$ cat config.mk
export PLATFORM = sky130hd
export DESIGN_NAME = osst_ctrl
export DESIGN_NICKNAME = d
export VERILOG_FILES = /design/src/design/osst_pkg.sv /design/src/design/osst_ctrl.sv
export SDC_FILE = /design/constraint.sdc
export NUM_CORES = 1
export LEC_CHECK = 0
export BUFFER_PORTS_ARGS = -buffer_cell sky130_fd_sc_hd__buf_2
export CORE_MARGIN = 4
export CORE_UTILIZATION = 47
export CTS_CLUSTER_SIZE = 8
export DETAILED_ROUTE_END_ITERATION = 16
export GPL_TIMING_DRIVEN = 0
export PLACE_DENSITY = 0.74
export SKIP_LAST_GASP = 1
export SYNTH_ARGS = -nofsm -noshare
export SYNTH_HDL_FRONTEND = slang
export SYNTH_SLANG_ARGS = --single-unit
$ cat constraint.sdc
create_clock -name clk_i -period 1.8 [get_ports clk_i]
set_input_delay 0.27 -clock clk_i [delete_from_list [all_inputs] [get_ports clk_i]]
set_output_delay 0.27 -clock clk_i [all_outputs]
set_load 0.01 [all_outputs]
$ cat src/design/osst_pkg.sv
// Package for the open share state table: payload structs, codes, constants.
// No dependencies.
package osst_pkg;
  localparam int unsigned EntriesDef = 64;

  localparam logic [2:0] FN_OPEN = 3'd0;
  localparam logic [2:0] FN_CLOSE = 3'd1;
  localparam logic [2:0] FN_DOWN = 3'd2;
  localparam logic [2:0] FN_FIND = 3'd3;
  localparam logic [2:0] FN_HAS = 3'd4;
  localparam logic [2:0] FN_CLALL = 3'd5;

  localparam logic [2:0] ST_OK = 3'd0;
  localparam logic [2:0] ST_INVAL = 3'd1;
  localparam logic [2:0] ST_FULL = 3'd2;
  localparam logic [2:0] ST_DENIED = 3'd3;
  localparam logic [2:0] ST_BAD = 3'd4;
  localparam logic [2:0] ST_OLD = 3'd5;

  localparam logic CFG_SERVER = 1'b0;
  localparam logic CFG_SEED = 1'b1;

  typedef struct packed {
    logic [2:0]  func;
    logic [63:0] client;
    logic [63:0] file;
    logic [1:0]  access_mask;
    logic [1:0]  deny_mask;
    logic [31:0] req_seqid;
    logic [31:0] req_server;
    logic [63:0] req_counter;
  } in_t;

  typedef struct packed {
    logic [2:0]  status;
    logic [31:0] res_seqid;
    logic [31:0] res_server;
    logic [63:0] res_counter;
    logic [63:0] res_client;
    logic [63:0] res_file;
    logic [1:0]  res_access;
    logic [1:0]  res_deny;
    logic        file_is_open;
    logic [6:0]  closed_count;
  } out_t;

  // one table row as stored in RAM (valid bits live in flops)
  typedef struct packed {
    logic [63:0] counter;
    logic [31:0] seqid;
    logic [63:0] client;
    logic [63:0] file;
    logic [1:0]  access;
    logic [1:0]  deny;
  } row_t;

  localparam int unsigned RowW = $bits(row_t);

  // controller -> datapath
  typedef struct packed {
    logic load;      // capture request word
    logic clr_scan;  // clear scan flags
    logic scan;      // rd data valid for current scan index
    logic finish;    // build result
    logic commit;    // apply table update
  } cmd_t;
endpackage

$ cat src/design/osst_ctrl.sv
// Controller for the open share state table: sequences the table scan.
// Depends on osst_pkg.
module osst_ctrl #(
  parameter int unsigned Entries = osst_pkg::EntriesDef,
  localparam int unsigned AW = (Entries > 1) ? $clog2(Entries) : 1
) (
  input  logic          clk_i,
  input  logic          rst_ni,
  input  logic          in_valid_i,
  output logic          in_stall_o,
  output logic          out_valid_o,
  input  logic          out_stall_i,
  output logic [AW-1:0] raddr_o,
  output osst_pkg::cmd_t cmd_o
);
  localparam logic [1:0] S_IDLE = 2'd0;
  localparam logic [1:0] S_SCAN = 2'd1;
  localparam logic [1:0] S_DONE = 2'd2;
  localparam logic [1:0] S_OUT = 2'd3;
  localparam logic [AW-1:0] LastIdx = AW'(Entries - 1);

  logic [1:0] state_q, state_d;
  logic [AW-1:0] idx_q, idx_d;
  logic rdv_q, rdv_d;  // RAM read data holds a row to scan (row idx_q - 1 while in S_SCAN)

  assign raddr_o = idx_q;
  assign in_stall_o = (state_q != S_IDLE);
  assign out_valid_o = (state_q == S_OUT);

  always_comb begin
    state_d = state_q;
    idx_d = idx_q;
    rdv_d = 1'b0;
    cmd_o = '0;
    case (state_q)
      S_IDLE: begin
        if (in_valid_i) begin
          cmd_o.load = 1'b1;
          cmd_o.clr_scan = 1'b1;
          idx_d = '0;
          state_d = S_SCAN;
        end
      end
      S_SCAN: begin
        cmd_o.scan = rdv_q;
        if (idx_q == LastIdx && rdv_q && Entries == 1) begin
          state_d = S_DONE;
        end else if (idx_q == LastIdx) begin
          rdv_d = 1'b1;
          state_d = S_DONE;
        end else begin
          idx_d = idx_q + AW'(1);
          rdv_d = 1'b1;
        end
      end
      S_DONE: begin
        // last row arrives here when rdv_q is set
        cmd_o.scan = rdv_q;
        if (!rdv_q) begin
          cmd_o.finish = 1'b1;
          cmd_o.commit = 1'b1;
          state_d = S_OUT;
        end
      end
      S_OUT: begin
        if (!out_stall_i) begin
          state_d = S_IDLE;
        end
      end
      default: state_d = S_IDLE;
    endcase
  end

  always_ff @(posedge clk_i or negedge rst_ni) begin
    if (!rst_ni) begin
      state_q <= S_IDLE;
      idx_q <= '0;
      rdv_q <= 1'b0;
    end else begin
      state_q <= state_d;
      idx_q <= idx_d;
      rdv_q <= rdv_d;
    end
  end
endmodule

==> results.md, run 1 <==
* Most common cell after layout, fill and taps aside: buf_2
* Synthesized area per cell at 9.49 µm²
* Yosys reg bits at 9
* Final Max Slew Viols at 0
* Number of synthesized flops with an enable pin at 0
* Cell count of the worst reg-to-reg path at 6
* Avg Vias per Cell at 5.55
* Crit path DAT at 1450 ps
* CP required at 1530 ps
* First-pass GRT wire length at 2.49 mm
* Max-Slew Margin vs Limit at 74.4%
* Reg-to-reg endpoint: state_q[1]
* Crit-path slowest cell: dfrtp_1
* Syn nets at 77
* Crit Path Category: register to output pin
* Unrepaired setup endpoints after global routing: true
* Final Wtd Congestion at 0.792
* Endpoints failing setup at 0
* Routed wire length per instance at 14.3 µm
* DIE AREA at 2030 µm²
* Worst-Skew Late Latency at 270 ps
* Final Core Density at 61.0%
* Max Freq at 580 MHz
* Post-synthesis cell area at 646 µm²
* Die H at 45.1 µm
* Commonest cells after routing, fill and taps aside: buf_2 (16), dfrtp_1 (9), inv_1 (5), nand2_1 (5)
* Count of maximum capacitance violations at 0
* Worst vdd ir at 0.238 mV
* Synth Instances at 68
* Critical Path Start: state_q[1]
* Hpwl dp at 1.09 mm
* TritonRoute pass-1 iters at 4
* Longest Clk Path Bufs at 2
* Largest net degree at the start of global routing at 11
* Post-CTS Setup Inserts at 0
* Static leakage at 0.353 nW
* Post-synth top area cell: dfrtp_1
* Starting Density at 49.6%
* Synth Flop Type: dfrtp_1
* # rows at 13
* Total GRT Usage at 17.1%
* Type of the worst min-delay path: input pin to asynchronous set/reset pin
* Status: complete, no violations
* Width of the die at 45.1 µm
* Critical path capture point: cmd_o[4]
* Io pins at 17
* Core area at 1300 µm²
* Crit path cell chain: inv_1 > ha_4 > nand2_1 > inv_1 > buf_4 > buf_2
* Final Hold Fails at 0
* Yosys warning count at 0
* Fillers at 123
* Gr ovfl total at 0
* Number of diodes at 0
* Asr flop ratio synth at 100%
* Final worst path period share at 95.8%
* Total Power at 0.381 mW
* Setup TNS at 0 ps
* R2R setup slack at 80 ps
* Routed Antenna Nets at 0
* Port bufs at 16
* P&R area growth vs syn at 22.9%
* H-Tree Level Count at 1
* Routed wire length at 1.49 mm
* CTS tree: done
* Final Skew at 1.26 ps
* WHS at 383 ps
* R2R Path Start: state_q[1]
* Vias in the first global route at 561
* Area contributors post-synth: dfrtp_1 (35%), ha_1 (9.7%), buf_4 (4.7%), and2_1 (3.9%), a21oi_1 (3.1%)
* Synth unique cells at 31
* Pwr per Cell Area at 481 nW/µm²
* Crit path max fanout at 6
* Total number of vias at 577
* Clk root buf: clkbuf_4
* Antenna violations before repair at 0
* Share of layout cells above drive strength 1 at 34.8%
* Tmin final at 1720 ps
* Num Clock Sinks at 9
* Critical Path Max Stage Delay at 420 ps
* CTS Buf Count at 3
* Crit. End Element: output pin
* Startpoint types: register
* Post-synth top area share at 34.9%
* CP most frequent cell: inv_1
* Nets at 99
* Drt drc at 0
* Worst-path clk slew at 70 ps
* Least-Margin Pin Slew at 383 ps
* DRT iter0 DRCs at 7
* Sequential-to-total area share from yosys stat at 34.9%
==> report_power, final <==
part	total [mW]	internal (mW)	switching [mW]
Clock	0.169	0.0861	0.0832
Combinational	0.00982	0.00413	0.00569
Sequential	0.202	0.202	0
Total	0.381	0.292	0.0889
==> sequential cells by signal, indices dropped and copies added, names as in the netlist <==
signal / cells
raddr_o: 6
state_q: 2
rdv_q: 1
==> synthesized netlist by cell type (2+ instances only) <==
library cell	number
dfrtp_1	9
nor2b_1	2
inv_1	5
ha_1	5
buf_4	4
nand2_1	5
a21oi_1	4
nand2b_1	2
and2_1	4
mux2i_1	2
nor2_1	2
a31oi_1	3
a311oi_1	2
and2_2	2
==> timing repair <==
item,4_1_cts,5_1_grt
resized for setup,0,2
hold buffers,1,0
setup endpoints to repair,0,2
hold endpoints to repair,9,0
==> through the flow <==
step	setup slack (ps)	std cells	cell area [µm²]
floorplan	215	68	646
global placement	156	99	744
detailed placement	118	99	744
CTS	12.9	104	781
global route	-1.88	104	793
finish	75.2	104	793
==> worst max-delay path: cells and delay by family, from the launching register on <==
kind	cells	cell delay (ps)
buffers and inverters	4	430
adders and majority gates	1	190
and+or+nand+nor	1	140
DFF	1	420
==> worst min path at each step <==
stage / depth (start not counted) / to / slack (ps)
finish: 2 / rdv_q / 380
global placement: 1 / raddr_o[3] / 140
global route: 2 / rdv_q / 390
detailed placement: 1 / raddr_o[3] / 140
CTS: 2 / raddr_o[3] / 380
floorplan: 0 / raddr_o[0] / -30
==> routing by layer <==
metal / vias to the layer above / GRT usage [%] / wire length, µm
met3: 5 / 3.59 / 54
met2: 11 / 25.4 / 682
met5: - / 0 / 0
met1: 269 / 22.4 / 715
met4: 0 / 10.5 / 40
li1: 292 / - / -
==> layout make-up <==
| cell class | count | area (µm²) | area share (%) |
|---|---|---|---|
| Sequential cell | 9 | 225 | 28.4 |
| Buffer | 4 | 30.0 | 3.79 |
| Multi-Input combinational cell | 49 | 380 | 47.9 |
| Inverter | 6 | 22.5 | 2.84 |
| Tap cell | 15 | 18.8 | 2.37 |
| Timing Repair Buffer | 17 | 90.1 | 11.4 |
| Clock buffer | 4 | 26.3 | 3.31 |
==> kinds of logic (layout without fill, tap and decap cells) <==
logic type	count (synthesis)	in the layout	share of synthesized area, %
buffers and inverters	10	31	8.14
AOI/OAI and AO/OA	16	16	18.6
DFF	9	9	34.9
muxes	3	3	5.43
adders and majority gates	5	5	9.69
and+or+nand+nor	25	25	23.3
Note: power is estimated with default switching activity, not from simulation.
==> run 2, diff against run 1 <==
- CELL_PAD_IN_SITES_DETAIL_PLACEMENT: unset -> 1
- CELL_PAD_IN_SITES_GLOBAL_PLACEMENT: unset -> 2
- CORE_ASPECT_RATIO: unset -> 0.8
- CORE_UTILIZATION: 47 -> 30
- PLACE_DENSITY: 0.74 -> 0.78
==> run 2 against run 1 <==
Effect of this change:
- critical path depth is the same
- non-clock buffer count unchanged
- fmax rose by 2.6%
- cell area grew 0.79%
- sequential power barely moved
- largest cell class unchanged
- largest power group unchanged
==> results.md, run 2 (synthesized netlist as in run 1, its figures left out) <==
* Most common cell after layout, fill and taps aside: buf_2
* CTS Buf Count at 3
* Max Freq at 595 MHz
* Combinational Power Share at 2.7%
* Worst-path clk slew at 60 ps
* CP required at 1530 ps
* Final worst path period share at 93.4%
* Final Max Slew Viols at 0
* Drt drc at 0
* # rows at 14
* Starting Density at 32.9%
* Post-CTS Setup Inserts at 0
* Total GRT Usage at 13.1%
* DIE AREA at 2960 µm²
* Die H at 49.5 µm
* Antenna violations before repair at 0
* Sw Share at 21.2%
* Share of layout cells above drive strength 1 at 37.1%
* Gr ovfl total at 0
* Count of maximum capacitance violations at 0
* P&R area growth vs syn at 23.8%
* Fin cells at 113
* Unrepaired setup endpoints after global routing: true
* Clock Power Share at 42.7%
* Longest Clk Path Bufs at 2
* Internal power at 0.292 mW
* Status: complete, no violations
* Routed wire length at 1.71 mm
* Net switching power figure at 0.0785 mW
* Crit. End Element: output pin
* Fillers at 243
* Io pins at 17
* Largest net degree at the start of global routing at 11
* Final Skew at 2.67 ps
* Crit path DAT at 1410 ps
* First-pass GRT wire length at 2.90 mm
* Routed Antenna Nets at 0
* Total Power at 0.370 mW
* Reg power frac at 54.6%
* Pwr per Cell Area at 463 nW/µm²
* Hpwl dp at 1.29 mm
* Worst vdd ir at 0.262 mV
* Routed wire length per instance at 15.1 µm
* H-Tree Level Count at 1
* DRT iter0 DRCs at 7
* Crit path max fanout at 6
* TritonRoute pass-1 iters at 6
* Total number of vias at 595
* Dpl cells at 108
* Max FFs per register at 6
* Crit Path Category: register to output pin
* Max-Slew Margin vs Limit at 73.6%
* Nets at 99
* Number of diodes at 0
* CTS tree: done
* Avg Vias per Cell at 5.27
* Clk root buf: clkbuf_4
* Final Hold Fails at 0
* Worst-Skew Late Latency at 260 ps
* Static leakage at 0.348 nW
* Num Clock Sinks at 9
* Vias in the first global route at 574
* Core area at 1960 µm²
* Endpoints failing setup at 0
* Final Wtd Congestion at 0.751
* Type of the worst min-delay path: input pin to asynchronous set/reset pin
* Commonest cells after routing, fill and taps aside: buf_2 (16), dfrtp_1 (9), inv_1 (5)
* Tmin final at 1680 ps
* Port bufs at 16
* Startpoint types: register
* Least-Margin Pin Slew at 396 ps
* Width of the die at 59.9 µm
run 2: per-stage QoR:
step	setup WS (ps)	TNS, ps	util, %	hold WS (ps)	instance area [µm²]
6_report	119	0	40.8	395	800
2_1_floorplan	215	0	-	-25.6	646
3_3_place_gp	111	0	38.5	142	756
3_5_place_dp	73.9	0	38.5	142	756
5_1_grt	-17.4	-17.4	40.8	400	800
4_1_cts	2.42	0	40.4	398	792
run 2: final cells by class:
class	count	area [µm²]	area share, %
sequential	9	225	28.2
tap	24	30.0	3.76
clock buffer	4	26.3	3.29
inverter	6	22.5	2.82
timing repair buffer	17	90.1	11.3
multi-input combinational	49	375	46.9
buffer	4	30.0	3.76
run 2: what timing repair did:
action | 4_1_cts | 5_1_grt
endpoints found under the hold margin | 9 | 0
endpoints found under the setup margin | 0 | 3
hold buffers | 1 | 0
gates resized for setup | 0 | 3
run 2: worst paths after layout:
| check | startpoint | end | slack, ps | cells after the start |
|---|---|---|---|---|
| hold reg to reg | raddr_o[1] | raddr_o[1] | 600 | 2 |
| setup / recovery | state_q[0] | cmd_o[4] | 120 | 6 |
| hold / removal | rst_ni | raddr_o[0] | 400 | 2 |
| max in group asynchronous | rst_ni | raddr_o[3] | 1210 | 2 |
| setup reg to reg | state_q[1] | state_q[1] | 130 | 6 |
| min in group clk_i | in_valid_i | raddr_o[3] | 400 | 4 |
run 2: per-layer routing:
metal / vias up / GRT usage [%] / share of wire, %
met5: - / 0 / 0
met4: 0 / 3.32 / 0.59
met3: 2 / 4.70 / 4.8
met2: 12 / 18.9 / 44
met1: 286 / 18.5 / 50
li1: 295 / - / -
run 2: worst max-delay path, stage by stage (launching register included):
cell and delay [ps]:
dfrtp_1 410, inv_1 110, ha_2 250, nand2_2 100, inv_1 70, buf_4 90, buf_2 110
run 2: power groups by stage:
| stage | Sequential [mW] | Combinational [mW] | Clock [mW] |
|---|---|---|---|
| finish | 0.202 | 0.0102 | 0.158 |
| global route | 0.202 | 0.0116 | 0.180 |
| CTS | 0.202 | 0.0104 | 0.167 |
| detailed placement | 0.206 | 0.00868 | 0 |
| global placement | 0.206 | 0.00862 | 0 |
| floorplan | 0.206 | 0.000403 | 0 |
==> run 3, diff against run 2 <==
- BUFFER_PORTS_ARGS: -buffer_cell sky130_fd_sc_hd__buf_2 -> unset
- CORE_UTILIZATION: 30 -> 35
- DONT_BUFFER_PORTS: unset -> 1
- PLACE_DENSITY: 0.78 -> 0.76
==> run 3 against run 2 <==
Effect of this change:
- sequential share of layout area increased by 3.2 points
- highest routed layer unchanged
- wire length decreased by 0.70%
- cell count decreased by 16%
- clock power about the same
- largest cell class unchanged
- utilization increased by 1.6 points
- first-iteration DRC count decreased by 29%
- combinational power decreased by 42%
==> results.md, run 3 (synthesized netlist as in run 1, its figures left out) <==
* Status: complete, no violations
* Max Freq at 579 MHz
* Least-Margin Pin Slew at 435 ps
* Worst Slack Setup Final at 73.0 ps
* Vias in the first global route at 529
* Total Power at 0.369 mW
* Commonest cells after routing, fill and taps aside: dfrtp_1 (9), inv_1 (5), nand2_1 (5)
* Num Clock Sinks at 9
* Count of maximum capacitance violations at 0
* Pwr per Cell Area at 515 nW/µm²
* Post-CTS Setup Inserts at 0
* Worst-path clk slew at 60 ps
* Final Wtd Congestion at 0.727
* Final worst path period share at 95.9%
* DIE AREA at 2600 µm²
* Longest Clk Path Bufs at 2
* Most Crowded Layer GR: met2
* Routed wire length per instance at 17.8 µm
* Clk root buf: clkbuf_4
* Final Max Slew Viols at 0
* DRT iter0 DRCs at 5
* CTS tree: done
* Width of the die at 56.0 µm
* Hold worst-path end: raddr_o[2]
* Final Skew at 2.48 ps
* Number of diodes at 0
* Startpoint types: register
* Crit path max fanout at 6
* FF/Latch Area at 225 µm²
* CP required at 1530 ps
* Share of layout cells above drive strength 1 at 23.3%
* Antenna violations before repair at 0
* Max-Slew Margin vs Limit at 70.9%
* Final Core Density at 42.4%
* Crit path DAT at 1460 ps
* TritonRoute pass-1 iters at 4
* Worst-Skew Late Latency at 270 ps
* Routed Antenna Nets at 0
* H-Tree Level Count at 1
* Crit. End Element: output pin
* Port bufs at 0
* Largest net degree at the start of global routing at 11
* Hpwl dp at 1.27 mm
* First-pass GRT wire length at 2.74 mm
* Max FFs per register at 6
* R2R setup slack at 90 ps
* Most common cell after layout, fill and taps aside: dfrtp_1
* Cell count of the worst reg-to-reg path at 4
* Worst vdd ir at 0.267 mV
* Core area at 1690 µm²
* Static leakage at 0.280 nW
* Dpl cells at 90
* Reg-to-reg endpoint: state_q[1]
* Footprint of the multi-input gates at 375 µm²
* Setup TNS at 0 ps
* # rows at 13
* CTS Buf Count at 3
* Fin cells at 95
* Total number of vias at 541
* Drt drc at 0
* WHS Path Cells at 3
* Grt met2 use at 21.2%
* Final Hold Fails at 0
* Nets at 83
* Total GRT Usage at 14.5%
* Hold path startpoint: in_valid_i
* Routed wire length at 1.69 mm
* Starting Density at 38.2%
* P&R area growth vs syn at 11.0%
* Gr ovfl total at 0
* Tmin final at 1730 ps
* Type of the worst min-delay path: input pin to register
* Pre-CTS setup slack at 56.9 ps
* Die H at 46.4 µm
* R2R Path Start: raddr_o[0]
* Crit Path Category: register to output pin
* Avg Vias per Cell at 5.69
* Met3 usage at 6.44%
* Fillers at 202
* Io pins at 17
* Unrepaired setup endpoints after global routing: true
* Endpoints failing setup at 0
* Met1 usage at 18.9%
run 3: cell types whose count changed in the layout (fill, tap and decap cells not counted):
cell     previous run  this run
nand2_2             1         0
nand2_1             4         5
nor2b_1             2         1
buf_2              16         0
nor2b_2             0         1
run 3: worst max path at each step:
| stage | startpoint | endpoint | slack [ps] | depth (start not counted) |
|---|---|---|---|---|
| 3_5_place_dp | raddr_o[0] | state_q[1] | 60 | 4 |
| 2_1_floorplan | raddr_o[0] | state_q[1] | 220 | 4 |
| 3_3_place_gp | raddr_o[0] | state_q[1] | 50 | 4 |
| 6_report | state_q[0] | cmd_o[4] | 70 | 5 |
| 5_1_grt | state_q[1] | cmd_o[4] | -40 | 5 |
| 4_1_cts | state_q[0] | cmd_o[4] | 8 | 5 |
run 3: what timing repair did:
item | in CTS | in global routing
gates resized for setup | 0 | 3
setup endpoints to repair | 0 | 3
hold endpoints to repair | 9 | 0
hold buffers | 1 | 0
run 3: layout make-up:
class	count	share of cell area [%]
timing repair buffer	1	1.40
clock buffer	4	3.66
buffer	4	4.19
inverter	6	3.14
tap	22	3.84
multi-input combinational	49	52.4
sequential	9	31.4
run 3: metrics by stage:
step | hold WS (ps) | cell area (µm²)
floorplan | -25.6 | 646
global placement | -25.3 | 673
detailed placement | -25.4 | 673
CTS | 281 | 709
global route | 298 | 717
finish | 287 | 717
run 3: power breakdown:
part	internal (mW)	switching [mW]	leakage, nW
combinational	0.00189	0.00399	0.164
clock	0.0857	0.0754	0.0150
sequential	0.202	0	0.100
total	0.290	0.0794	0.280
run 3: routing by layer:
layer / routed length, µm / part of all wire, %
met1: 826 / 49
met3: 87 / 5.1
met4: 10 / 0.59
met2: 771 / 46
met5: 0 / 0
run 3: critical path, stage by stage (launching register included):
cell and delay [ps]:
dfrtp_1 400, inv_1 110, ha_2 240, nand2_1 150, inv_1 150, buf_4 140
